### src/sv/wrsp_pkg.sv
`timescale 1ns / 1ps

package wrsp_pkg;

    // parser phase
    typedef enum logic [2:0] {
        PH_ID        = 3'd0,
        PH_LEN       = 3'd1,
        PH_SKIP      = 3'd2,
        PH_FIXED     = 3'd3,
        PH_PSUITES   = 3'd4,
        PH_ACOUNT_LO = 3'd5,
        PH_ACOUNT_HI = 3'd6,
        PH_ASUITES   = 3'd7
    } phase_t;

    typedef enum logic [1:0] {
        CLASS_NONE = 2'd0,
        CLASS_WPA  = 2'd1,
        CLASS_RSN  = 2'd2
    } elem_class_t;

    typedef enum logic [1:0] {
        KIND_GROUP    = 2'd0,
        KIND_PAIRWISE = 2'd1,
        KIND_AKM      = 2'd2
    } list_kind_t;

    localparam logic [7:0]  ID_RSN      = 8'h30;
    localparam logic [7:0]  ID_VENDOR   = 8'hdd;
    localparam logic [23:0] RSN_OUI     = 24'h000fac;
    localparam logic [23:0] WPA_OUI     = 24'h0050f2;
    localparam logic [7:0]  WPA_TYPE    = 8'h01;

    localparam logic [2:0]  CODE_NONE   = 3'd0;  // suite code on an empty list
    localparam logic [2:0]  CODE_TKIP   = 3'd2;
    localparam logic [2:0]  CODE_PROP   = 3'd6;
    localparam logic [2:0]  CODE_UNK    = 3'd7;
    localparam logic [7:0]  CIPHER_LIM  = 8'd6;
    localparam logic [7:0]  AKM_LIM     = 8'd3;

    localparam int          RES_DEPTH   = 4;
    localparam int          RES_AW      = $clog2(RES_DEPTH);

    typedef struct packed {
        logic       security_flavor;
        list_kind_t list_kind;
        logic [2:0] suite_code;
        logic [5:0] list_index;
        logic       defaulted;
        logic       empty_list;
        logic       last_in_list;
    } result_t;

    // up to two results per input byte, first one in slot 0
    typedef struct packed {
        logic    v0;
        logic    v1;
        result_t r0;
        result_t r1;
    } res_pair_t;

endpackage

### src/sv/wrsp_core.sv
`timescale 1ns / 1ps

module wrsp_core
(
    input  logic                 clk,
    input  logic                 rst_n,
    input  logic                 consume,
    input  logic [7:0]           ie_byte,
    input  logic                 buffer_end,
    output wrsp_pkg::res_pair_t  res
);

    wrsp_pkg::phase_t      phase_reg, phase_next;
    wrsp_pkg::elem_class_t class_reg, class_next;
    logic [7:0]            len_reg, len_next;
    logic [7:0]            pos_reg, pos_next;
    logic [23:0]           sbytes_reg, sbytes_next;
    logic [15:0]           count_reg, count_next;
    logic [5:0]            spos_reg, spos_next;

    function automatic logic [2:0] suite_code_of(
        input wrsp_pkg::elem_class_t cls,
        input logic [23:0]           sb,
        input logic [7:0]            stype,
        input logic [7:0]            limit
    );
        logic [23:0] want;
        begin
            want = (cls == wrsp_pkg::CLASS_RSN) ? wrsp_pkg::RSN_OUI : wrsp_pkg::WPA_OUI;
            if (sb != want)
                suite_code_of = wrsp_pkg::CODE_PROP;
            else if (stype < limit)
                suite_code_of = stype[2:0];
            else
                suite_code_of = wrsp_pkg::CODE_UNK;
        end
    endfunction

    function automatic wrsp_pkg::result_t mk_res(
        input logic                 flavor,
        input wrsp_pkg::list_kind_t kind,
        input logic [2:0]           code,
        input logic [5:0]           idx,
        input logic                 dflt,
        input logic                 empty,
        input logic                 last
    );
        wrsp_pkg::result_t r;
        begin
            r.security_flavor = flavor;
            r.list_kind       = kind;
            r.suite_code      = code;
            r.list_index      = idx;
            r.defaulted       = dflt;
            r.empty_list      = empty;
            r.last_in_list    = last;
            mk_res = r;
        end
    endfunction

    logic                  flavor;
    logic                  body;
    logic [8:0]            hdr;
    logic [8:0]            p9;
    logic [8:0]            len9;
    logic [15:0]           cnt;
    logic [18:0]           need;
    logic                  last;
    wrsp_pkg::elem_class_t cls;

    assign flavor = (class_reg == wrsp_pkg::CLASS_RSN);
    assign p9     = {1'b0, pos_reg};
    assign len9   = {1'b0, len_reg};
    assign hdr    = (class_reg == wrsp_pkg::CLASS_WPA) ? 9'd4 : 9'd0;

    always_comb
    begin
        phase_next  = phase_reg;
        class_next  = class_reg;
        len_next    = len_reg;
        pos_next    = pos_reg;
        sbytes_next = sbytes_reg;
        count_next  = count_reg;
        spos_next   = spos_reg;
        res         = '0;
        body        = 1'b1;
        cls         = class_reg;
        cnt         = count_reg | {ie_byte, 8'h00};
        need        = '0;
        last        = ({11'd0, spos_reg} + 17'd1) >= {1'b0, count_reg};

        case (phase_reg)
            wrsp_pkg::PH_ID:
            begin
                body = 1'b0;
                if (ie_byte == wrsp_pkg::ID_RSN)
                    class_next = wrsp_pkg::CLASS_RSN;
                else if (ie_byte == wrsp_pkg::ID_VENDOR)
                    class_next = wrsp_pkg::CLASS_WPA;
                else
                    class_next = wrsp_pkg::CLASS_NONE;
                phase_next = wrsp_pkg::PH_LEN;
            end
            wrsp_pkg::PH_LEN:
            begin
                body        = 1'b0;
                len_next    = ie_byte;
                pos_next    = '0;
                sbytes_next = '0;
                count_next  = '0;
                spos_next   = '0;
                if (ie_byte == 8'd0)
                begin
                    phase_next = wrsp_pkg::PH_ID;
                end
                else
                begin
                    if ((class_reg == wrsp_pkg::CLASS_RSN && ie_byte < 8'd2) ||
                        (class_reg == wrsp_pkg::CLASS_WPA && ie_byte < 8'd6))
                        cls = wrsp_pkg::CLASS_NONE;
                    class_next = cls;
                    phase_next = (cls == wrsp_pkg::CLASS_NONE) ? wrsp_pkg::PH_SKIP
                                                               : wrsp_pkg::PH_FIXED;
                end
            end
            wrsp_pkg::PH_SKIP:
            begin
                body = 1'b1;
            end
            wrsp_pkg::PH_FIXED:
            begin
                if (class_reg == wrsp_pkg::CLASS_WPA && pos_reg < 8'd4)
                begin
                    // vendor OUI and type check
                    if (pos_reg < 8'd3)
                        sbytes_next = {sbytes_reg[15:0], ie_byte};
                    else if (sbytes_reg != wrsp_pkg::WPA_OUI || ie_byte != wrsp_pkg::WPA_TYPE)
                    begin
                        class_next = wrsp_pkg::CLASS_NONE;
                        phase_next = wrsp_pkg::PH_SKIP;
                    end
                end
                else if (p9 >= hdr + 9'd2 && p9 <= hdr + 9'd4)
                begin
                    sbytes_next = {sbytes_reg[15:0], ie_byte};
                end
                else if (p9 == hdr + 9'd5)
                begin
                    res.v0 = 1'b1;
                    res.r0 = mk_res(flavor, wrsp_pkg::KIND_GROUP,
                                    suite_code_of(class_reg, sbytes_reg, ie_byte,
                                                  wrsp_pkg::CIPHER_LIM),
                                    6'd0, 1'b0, 1'b0, 1'b1);
                    if (len9 < hdr + 9'd8)
                    begin
                        // no room for a pairwise count
                        res.v1     = 1'b1;
                        res.r1     = mk_res(flavor, wrsp_pkg::KIND_PAIRWISE,
                                            wrsp_pkg::CODE_TKIP, 6'd0, 1'b1, 1'b0, 1'b1);
                        phase_next = wrsp_pkg::PH_SKIP;
                    end
                end
                else if (p9 == hdr + 9'd6)
                begin
                    count_next = {8'h00, ie_byte};
                end
                else if (p9 == hdr + 9'd7)
                begin
                    count_next = cnt;
                    need       = {10'd0, hdr} + 19'd8 + {1'b0, cnt, 2'b00};
                    if ({11'd0, len_reg} < need)
                        phase_next = wrsp_pkg::PH_SKIP;
                    else if (cnt == 16'd0)
                    begin
                        res.v0     = 1'b1;
                        res.r0     = mk_res(flavor, wrsp_pkg::KIND_PAIRWISE,
                                            wrsp_pkg::CODE_NONE,
                                            6'd0, 1'b0, 1'b1, 1'b1);
                        phase_next = (len9 < p9 + 9'd3) ? wrsp_pkg::PH_SKIP
                                                        : wrsp_pkg::PH_ACOUNT_LO;
                    end
                    else
                    begin
                        spos_next  = '0;
                        phase_next = wrsp_pkg::PH_PSUITES;
                    end
                end
                // short element: TKIP defaults on its last byte
                if (phase_next == wrsp_pkg::PH_FIXED && len9 < hdr + 9'd6 &&
                    p9 + 9'd1 == len9)
                begin
                    res.v0 = 1'b1;
                    res.r0 = mk_res(flavor, wrsp_pkg::KIND_GROUP, wrsp_pkg::CODE_TKIP,
                                    6'd0, 1'b1, 1'b0, 1'b1);
                    res.v1 = 1'b1;
                    res.r1 = mk_res(flavor, wrsp_pkg::KIND_PAIRWISE, wrsp_pkg::CODE_TKIP,
                                    6'd0, 1'b1, 1'b0, 1'b1);
                end
            end
            wrsp_pkg::PH_PSUITES:
            begin
                if (pos_reg[1:0] != 2'd3)
                    sbytes_next = {sbytes_reg[15:0], ie_byte};
                else
                begin
                    res.v0    = 1'b1;
                    res.r0    = mk_res(flavor, wrsp_pkg::KIND_PAIRWISE,
                                       suite_code_of(class_reg, sbytes_reg, ie_byte,
                                                     wrsp_pkg::CIPHER_LIM),
                                       spos_reg, 1'b0, 1'b0, last);
                    spos_next = spos_reg + 6'd1;
                    if (last)
                        phase_next = (len9 < p9 + 9'd3) ? wrsp_pkg::PH_SKIP
                                                        : wrsp_pkg::PH_ACOUNT_LO;
                end
            end
            wrsp_pkg::PH_ACOUNT_LO:
            begin
                count_next = {8'h00, ie_byte};
                phase_next = wrsp_pkg::PH_ACOUNT_HI;
            end
            wrsp_pkg::PH_ACOUNT_HI:
            begin
                count_next = cnt;
                need       = {11'd0, pos_reg} + 19'd1 + {1'b0, cnt, 2'b00};
                if ({11'd0, len_reg} < need)
                    phase_next = wrsp_pkg::PH_SKIP;
                else if (cnt == 16'd0)
                begin
                    res.v0     = 1'b1;
                    res.r0     = mk_res(flavor, wrsp_pkg::KIND_AKM, wrsp_pkg::CODE_NONE,
                                        6'd0, 1'b0, 1'b1, 1'b1);
                    phase_next = wrsp_pkg::PH_SKIP;
                end
                else
                begin
                    spos_next  = '0;
                    phase_next = wrsp_pkg::PH_ASUITES;
                end
            end
            wrsp_pkg::PH_ASUITES:
            begin
                // AKM suites sit two bytes off the 4-byte grid
                if (pos_reg[1:0] != 2'd1)
                    sbytes_next = {sbytes_reg[15:0], ie_byte};
                else
                begin
                    res.v0    = 1'b1;
                    res.r0    = mk_res(flavor, wrsp_pkg::KIND_AKM,
                                       suite_code_of(class_reg, sbytes_reg, ie_byte,
                                                     wrsp_pkg::AKM_LIM),
                                       spos_reg, 1'b0, 1'b0, last);
                    spos_next = spos_reg + 6'd1;
                    if (last)
                        phase_next = wrsp_pkg::PH_SKIP;
                end
            end
            default:
            begin
                body       = 1'b0;
                phase_next = wrsp_pkg::PH_ID;
            end
        endcase

        if (body)
        begin
            pos_next = pos_reg + 8'd1;
            if (p9 + 9'd1 >= len9)
                phase_next = wrsp_pkg::PH_ID;
        end
        if (buffer_end)
            phase_next = wrsp_pkg::PH_ID;

        if (!consume)
            res = '0;
    end

    always_ff @(posedge clk or negedge rst_n)
    begin
        if (!rst_n)
        begin
            phase_reg  <= wrsp_pkg::PH_ID;
            class_reg  <= wrsp_pkg::CLASS_NONE;
            len_reg    <= '0;
            pos_reg    <= '0;
            sbytes_reg <= '0;
            count_reg  <= '0;
            spos_reg   <= '0;
        end
        else if (consume)
        begin
            phase_reg  <= phase_next;
            class_reg  <= class_next;
            len_reg    <= len_next;
            pos_reg    <= pos_next;
            sbytes_reg <= sbytes_next;
            count_reg  <= count_next;
            spos_reg   <= spos_next;
        end
    end

endmodule

### src/sv/wrsp_res_fifo.sv
`timescale 1ns / 1ps

module wrsp_res_fifo
(
    input  logic                 clk,
    input  logic                 rst_n,
    input  wrsp_pkg::res_pair_t  res,
    input  logic                 pop,
    output logic                 not_empty,
    output logic                 room2,
    output wrsp_pkg::result_t    head
);

    localparam int AW = wrsp_pkg::RES_AW;

    wrsp_pkg::result_t mem_reg [wrsp_pkg::RES_DEPTH];
    logic [AW-1:0]     wr_ptr_reg, wr_ptr_next;
    logic [AW-1:0]     rd_ptr_reg, rd_ptr_next;
    logic [AW:0]       cnt_reg, cnt_next;
    logic [AW-1:0]     wr_ptr1;
    logic              do_pop;

    assign not_empty = (cnt_reg != '0);
    assign room2     = (cnt_reg <= (AW+1)'(wrsp_pkg::RES_DEPTH - 2));
    assign head      = mem_reg[rd_ptr_reg];
    assign do_pop    = pop && not_empty;
    assign wr_ptr1   = wr_ptr_reg + AW'(res.v0);

    always_comb
    begin
        wr_ptr_next = wr_ptr_reg + AW'(res.v0) + AW'(res.v1);
        rd_ptr_next = rd_ptr_reg + AW'(do_pop);
        cnt_next    = cnt_reg + (AW+1)'(res.v0) + (AW+1)'(res.v1) - (AW+1)'(do_pop);
    end

    always_ff @(posedge clk)
    begin
        if (res.v0)
            mem_reg[wr_ptr_reg] <= res.r0;
        if (res.v1)
            mem_reg[wr_ptr1] <= res.r1;
    end

    always_ff @(posedge clk or negedge rst_n)
    begin
        if (!rst_n)
        begin
            wr_ptr_reg <= '0;
            rd_ptr_reg <= '0;
            cnt_reg    <= '0;
        end
        else
        begin
            wr_ptr_reg <= wr_ptr_next;
            rd_ptr_reg <= rd_ptr_next;
            cnt_reg    <= cnt_next;
        end
    end

endmodule

### src/sv/wpa_rsn_ie_suite_parser.sv
`timescale 1ns / 1ps

// Channel  | Dir | tdata (low bit up)                          | tuser / tlast
// ---------+-----+---------------------------------------------+--------------------------
// s_axis   | in  | [7:0] ie_byte                               | tlast = buffer_end
// m_axis   | out | [2:0] suite_code, [8:3] list_index,         | tuser [0] security_flavor,
//          |     | [9] defaulted, [10] empty_list, rest zero   | [2:1] list_kind;
//          |     |                                             | tlast = last_in_list
//
// One byte is taken every cycle unless the input stalls. Each byte sits in the input
// register while the parser core updates its state and emits up to two suites. Suites
// go into a four-entry result queue and leave one per cycle while m_axis_tready is high;
// a result passes the input register and then the queue. A short element, or one with no
// room for a pairwise count, yields two results from one byte, and the input stalls just
// while the queue has fewer than two free slots. Reset (rst_n low, asynchronous) empties
// the input register and the queue and puts the parser back to waiting for an element id.

module wpa_rsn_ie_suite_parser
(
    input  logic        clk,
    input  logic        rst_n,

    input  logic        s_axis_tvalid,
    output logic        s_axis_tready,
    input  logic [7:0]  s_axis_tdata,   // [7:0] ie_byte
    input  logic        s_axis_tlast,   // buffer_end

    output logic        m_axis_tvalid,
    input  logic        m_axis_tready,
    output logic [15:0] m_axis_tdata,   // [2:0] suite_code, [8:3] list_index,
                                        // [9] defaulted, [10] empty_list
    output logic [2:0]  m_axis_tuser,   // [0] security_flavor, [2:1] list_kind
    output logic        m_axis_tlast    // last_in_list
);

    // input register
    logic              in_valid_reg, in_valid_next;
    logic [7:0]        in_byte_reg;
    logic              in_end_reg;

    logic              consume;
    logic              room2;
    logic              fifo_not_empty;
    logic              s_accept;
    wrsp_pkg::res_pair_t res;
    wrsp_pkg::result_t   head;

    // a byte is processed only when the queue can absorb two results
    assign consume       = in_valid_reg && room2;
    assign s_axis_tready = !in_valid_reg || consume;
    assign s_accept      = s_axis_tvalid && s_axis_tready;

    always_comb
    begin
        if (s_accept)
            in_valid_next = 1'b1;
        else if (consume)
            in_valid_next = 1'b0;
        else
            in_valid_next = in_valid_reg;
    end

    always_ff @(posedge clk or negedge rst_n)
    begin
        if (!rst_n)
            in_valid_reg <= 1'b0;
        else
            in_valid_reg <= in_valid_next;
    end

    always_ff @(posedge clk)
    begin
        if (s_accept)
        begin
            in_byte_reg <= s_axis_tdata;
            in_end_reg  <= s_axis_tlast;
        end
    end

    wrsp_core u_core
    (
        .clk        (clk),
        .rst_n      (rst_n),
        .consume    (consume),
        .ie_byte    (in_byte_reg),
        .buffer_end (in_end_reg),
        .res        (res)
    );

    wrsp_res_fifo u_res_fifo
    (
        .clk        (clk),
        .rst_n      (rst_n),
        .res        (res),
        .pop        (m_axis_tready),
        .not_empty  (fifo_not_empty),
        .room2      (room2),
        .head       (head)
    );

    assign m_axis_tvalid = fifo_not_empty;
    assign m_axis_tdata  = {5'd0, head.empty_list, head.defaulted,
                            head.list_index, head.suite_code};
    assign m_axis_tuser  = {head.list_kind, head.security_flavor};
    assign m_axis_tlast  = head.last_in_list;

endmodule
### config.mk
export PLATFORM = sky130hd
export DESIGN_NAME = wpa_rsn_ie_suite_parser
export DESIGN_NICKNAME = d
export VERILOG_FILES = /design/src/sv/wrsp_pkg.sv /design/src/sv/wrsp_core.sv /design/src/sv/wrsp_res_fifo.sv /design/src/sv/wpa_rsn_ie_suite_parser.sv
export SDC_FILE = /design/constraint.sdc
export NUM_CORES = 1
export LEC_CHECK = 0
export BUFFER_PORTS_ARGS = -buffer_cell sky130_fd_sc_hd__clkbuf_2
export CAP_MARGIN = 20
export CELL_PAD_IN_SITES_DETAIL_PLACEMENT = 1
export CELL_PAD_IN_SITES_GLOBAL_PLACEMENT = 1
export CORE_ASPECT_RATIO = 1.75
export CORE_MARGIN = 3
export CORE_UTILIZATION = 45
export CTS_CLUSTER_SIZE = 10
export DETAILED_ROUTE_END_ITERATION = 7
export GPL_TIMING_DRIVEN = 1
export PLACE_DENSITY_LB_ADDON = 0.15
export SLEW_MARGIN = 20
export SYNTH_ARGS = -nofsm -noshare
export SYNTH_HDL_FRONTEND = slang
export SYNTH_HIERARCHICAL = 1
export SYNTH_SLANG_ARGS = --single-unit
### constraint.sdc
create_clock -name clk -period 10 [get_ports clk]
set_input_delay 2 -clock clk [delete_from_list [all_inputs] [get_ports clk]]
set_output_delay 2 -clock clk [all_outputs]
set_load 0.01 [all_outputs]
==> impl_metrics.yaml <==
synth:
  ys_seq_elements: 144
  synth-edff-count: 69
  synth_top_flop_cell: "dfrtp_1"
  synth_area_mm2: 0.00993
  yosysUniqueCellTypes: 95
  yosys_warnings: 6
  syn_avg_cell_area_um2: 9.97
  synth_seq_area_share_pct: 39.8
  synthArstFlopShare_pct: 52.1
  netlist_instances: 996
power_and_ir_drop:
  seqPwrFrac_pct: 35.7
  pwr-share-comb_pct: 35.1
  p_switching_uw: 926
  p_per_area_mw_per_mm2: 222
  clock_power_share_pct: 29.2
  p_sw_share_pct: 38.4
  leakage_nw: 4.26
  vdd_drop_max_mv: 0.111
  internal_power_mw: 1.49
place:
  portBuffers: 29
  gp_congestion: 0.922
  dp_hpwl_um: 22000
  place_ws_ns: 3.95
  placedCellCount: 1269
clock_network:
  cts.htree.levels: 4
  cts_hold_buffers: 0
  clock_sinks: 144
  cts_tree: "done"
  cts_root_buf: "clkbuf_16"
  clkLatencyLatePin_ns: 0.44
  path_clk_slew_ns: 0.06
  cts_buffer_depth: 2
  cts_post_setup_buffers_inserted: 0
  ctsResizeCount: 0
  cts_made_buffers: 17
sta:
  period_needed_ns: 6.05
  tightest_slew_ns: 1.00
  max_slew_margin_pct: 33.1
  final_min_period_over_clock_period_pct: 60.5
  finalMaxSlewViolations: 0
  layout_setup_ws_ns: 3.95
  finClkSkew_ns: 0.0140
  fmax_mhz: 165
  tns_ns: 0
  setup_viol: 0
  final_hold_viol_count: 0
  grt_setup_unrepaired: "no"
route:
  drt-vias-per-instance: 5.99
  wirelength_um: 29500
  drcViolationCount: 0
  ant_nets: 0
  first_iter_violations: 530
  drt-wirelength-per-cell_um: 22.6
  vias: 7792
  drtPass1Iterations: 4
layout:
  largest_reg_flops: 60
  layout_common_cells: "nand2_1, dfrtp_1, nor2_1"
  instances_no_fill: 1301
  final_common_cell: "nand2_1"
  drive_above_1_share_pct: 18.0
  antenna_cells: 0
  nNetsFinal: 1071
  areaGrowthSynthToFinish_pct: 9.44
die:
  start_util_pct: 46.0
  num_io_pins: 35
  dieHeight_um: 202
  dieArea_mm2: 0.0240
  die_w_um: 118
  rows: 71
  core_mm2: 0.0216
setup_path:
  crit_arrival_ns: 6.13
  critical_path_class: "flop to flop"
  cp-start-kind: "flop"
  cp_slowest_cell: "and3_1"
  cpPeakStageDelay_ns: 0.91
  endpoint_kind: "flop"
  crit_path_frequent_cell: "ha_1"
  crit_fanout: 16
  cp_cell_sequence: "ha_1 -> nand3_1 -> nor2_1 -> xor2_1 -> ha_1 -> nand2_1 -> nor3_1 -> and4_1 -> o311ai_1 -> a221oi_2 -> nor2_1 -> a31oi_1 -> ha_1 -> xnor2_2 -> and3_1 -> a31o_2"
  worstPathRequired_ns: 10.08
run:
  maxCapViolCount: 0
grt:
  gr-usage-all-layers_pct: 25.4
  grt_antenna_before_repair: 0
  grt.overflow.total: 0
  grt_max_degree: 57
  grt_pass1_wl_um: 47200
  grt_pass1_vias: 8391
min_path:
  hold_class: "flop to flop"
status:
  status: "complete, no violations"
[worst max-delay path, delay by kind of cell, from the launching register on]
kind / cells / cell delay [ns]
AO/OA/AOI/OAI: 4 / 1.31
XOR/XNOR: 2 / 0.35
adder cells (fa/ha/maj): 3 / 1.22
AND/OR/NAND/NOR: 7 / 2.21
flip-flops: 1 / 0.58
[power groups by stage]
stage               combinational [mW]  clock (mW)  sequential, mW
floorplan                        0.660           0           0.753
global route                     0.943       0.744           0.876
finish                           0.846       0.704           0.861
global placement                 0.827           0           0.870
CTS                              0.850       0.719           0.861
detailed placement               0.843           0           0.872
[synthesized netlist by cell type (4+ instances only)]
cell	number	area (µm²)
a211oi_1	7	52.6
a21o_1	5	37.5
a21oi_1	34	170
a22o_1	6	52.6
a31oi_1	8	50.1
a32oi_1	4	35.0
and2_1	9	56.3
and3_1	4	25.0
and4_1	5	43.8
buf_2	16	80.1
buf_4	22	165
clkbuf_1	30	113
dfrtp_1	75	1880
edfxtp_1	69	2070
ha_1	60	751
inv_1	41	154
mux2_2	55	619
mux2_4	9	135
mux2i_1	5	50.1
mux4_2	15	338
nand2_1	108	405
nand2b_1	6	37.5
nand3_1	34	170
nand4_1	12	75.1
nor2_1	73	274
nor2b_1	9	56.3
nor3_1	27	135
nor4_1	13	81.3
o2111ai_1	5	43.8
o211ai_1	8	60.1
o21a_1	10	75.1
o21ai_0	71	355
o22ai_1	6	37.5
o31ai_1	11	82.6
or2_2	6	37.5
or4_1	6	45.0
xnor2_1	16	140
xor2_1	14	123
[cells by family after synthesis]
| logic type | Yosys count | synth area share [%] |
|---|---|---|
| compound gates | 223 | 15.4 |
| xor+xnor | 31 | 2.81 |
| fa+ha+maj | 62 | 7.96 |
| buf+inv | 114 | 5.57 |
| flops | 144 | 39.8 |
| mux | 84 | 11.5 |
| other cells | 2 | 0.0756 |
| simple gates | 336 | 16.9 |
[metrics by stage]
stage	instance area, µm²	power [mW]	util [%]	hold WS, ns
2_1_floorplan	9980	1.41	-	0.450
3_3_place_gp	10200	1.70	47.3	0.461
3_5_place_dp	10200	1.71	47.3	0.475
4_1_cts	10900	2.43	50.3	0.491
5_1_grt	10900	2.56	50.3	0.509
6_report	10900	2.41	50.3	0.485
[worst paths after layout]
kind,startpoint,endpoint,slack (ns),cells after the start
hold / removal,u_core/sbytes_reg[21]$_DFFE_PN0P_,u_core/sbytes_reg[21]$_DFFE_PN0P_,0.48,2
hold reg to reg,u_core/sbytes_reg[21]$_DFFE_PN0P_,u_core/sbytes_reg[21]$_DFFE_PN0P_,0.48,2
min in group asynchronous,rst_n,u_core/spos_reg[5]$_DFFE_PN0P_,1.45,1
max in group asynchronous,rst_n,u_res_fifo/rd_ptr_reg[0]$_DFF_PN0_,7.44,2
setup reg to reg,u_core/pos_reg[0]$_DFFE_PN0P_,u_res_fifo/mem_reg[1][13]$_DFFE_PP_,3.95,16
setup / recovery,u_core/pos_reg[0]$_DFFE_PN0P_,u_res_fifo/mem_reg[1][13]$_DFFE_PP_,3.95,16
[final cells by class]
cell class,count,area (µm²)
clock buffers,22,454
clock inverters,10,184
fillers,2418,10700
inverters,42,158
multi-input cells,751,5520
flip-flops and latches,144,3950
well taps,292,365
repair buffers,40,230
[layer usage]
metal	vias to the layer above	part of all wire [%]	track usage, %
met2	149	54	47.8
met4	0	6.3	15.1
met5	-	0	0
met3	78	2.2	3.60
li1	3671	-	-
met1	3894	37	26.4
(Power assumes the default switching activity.)
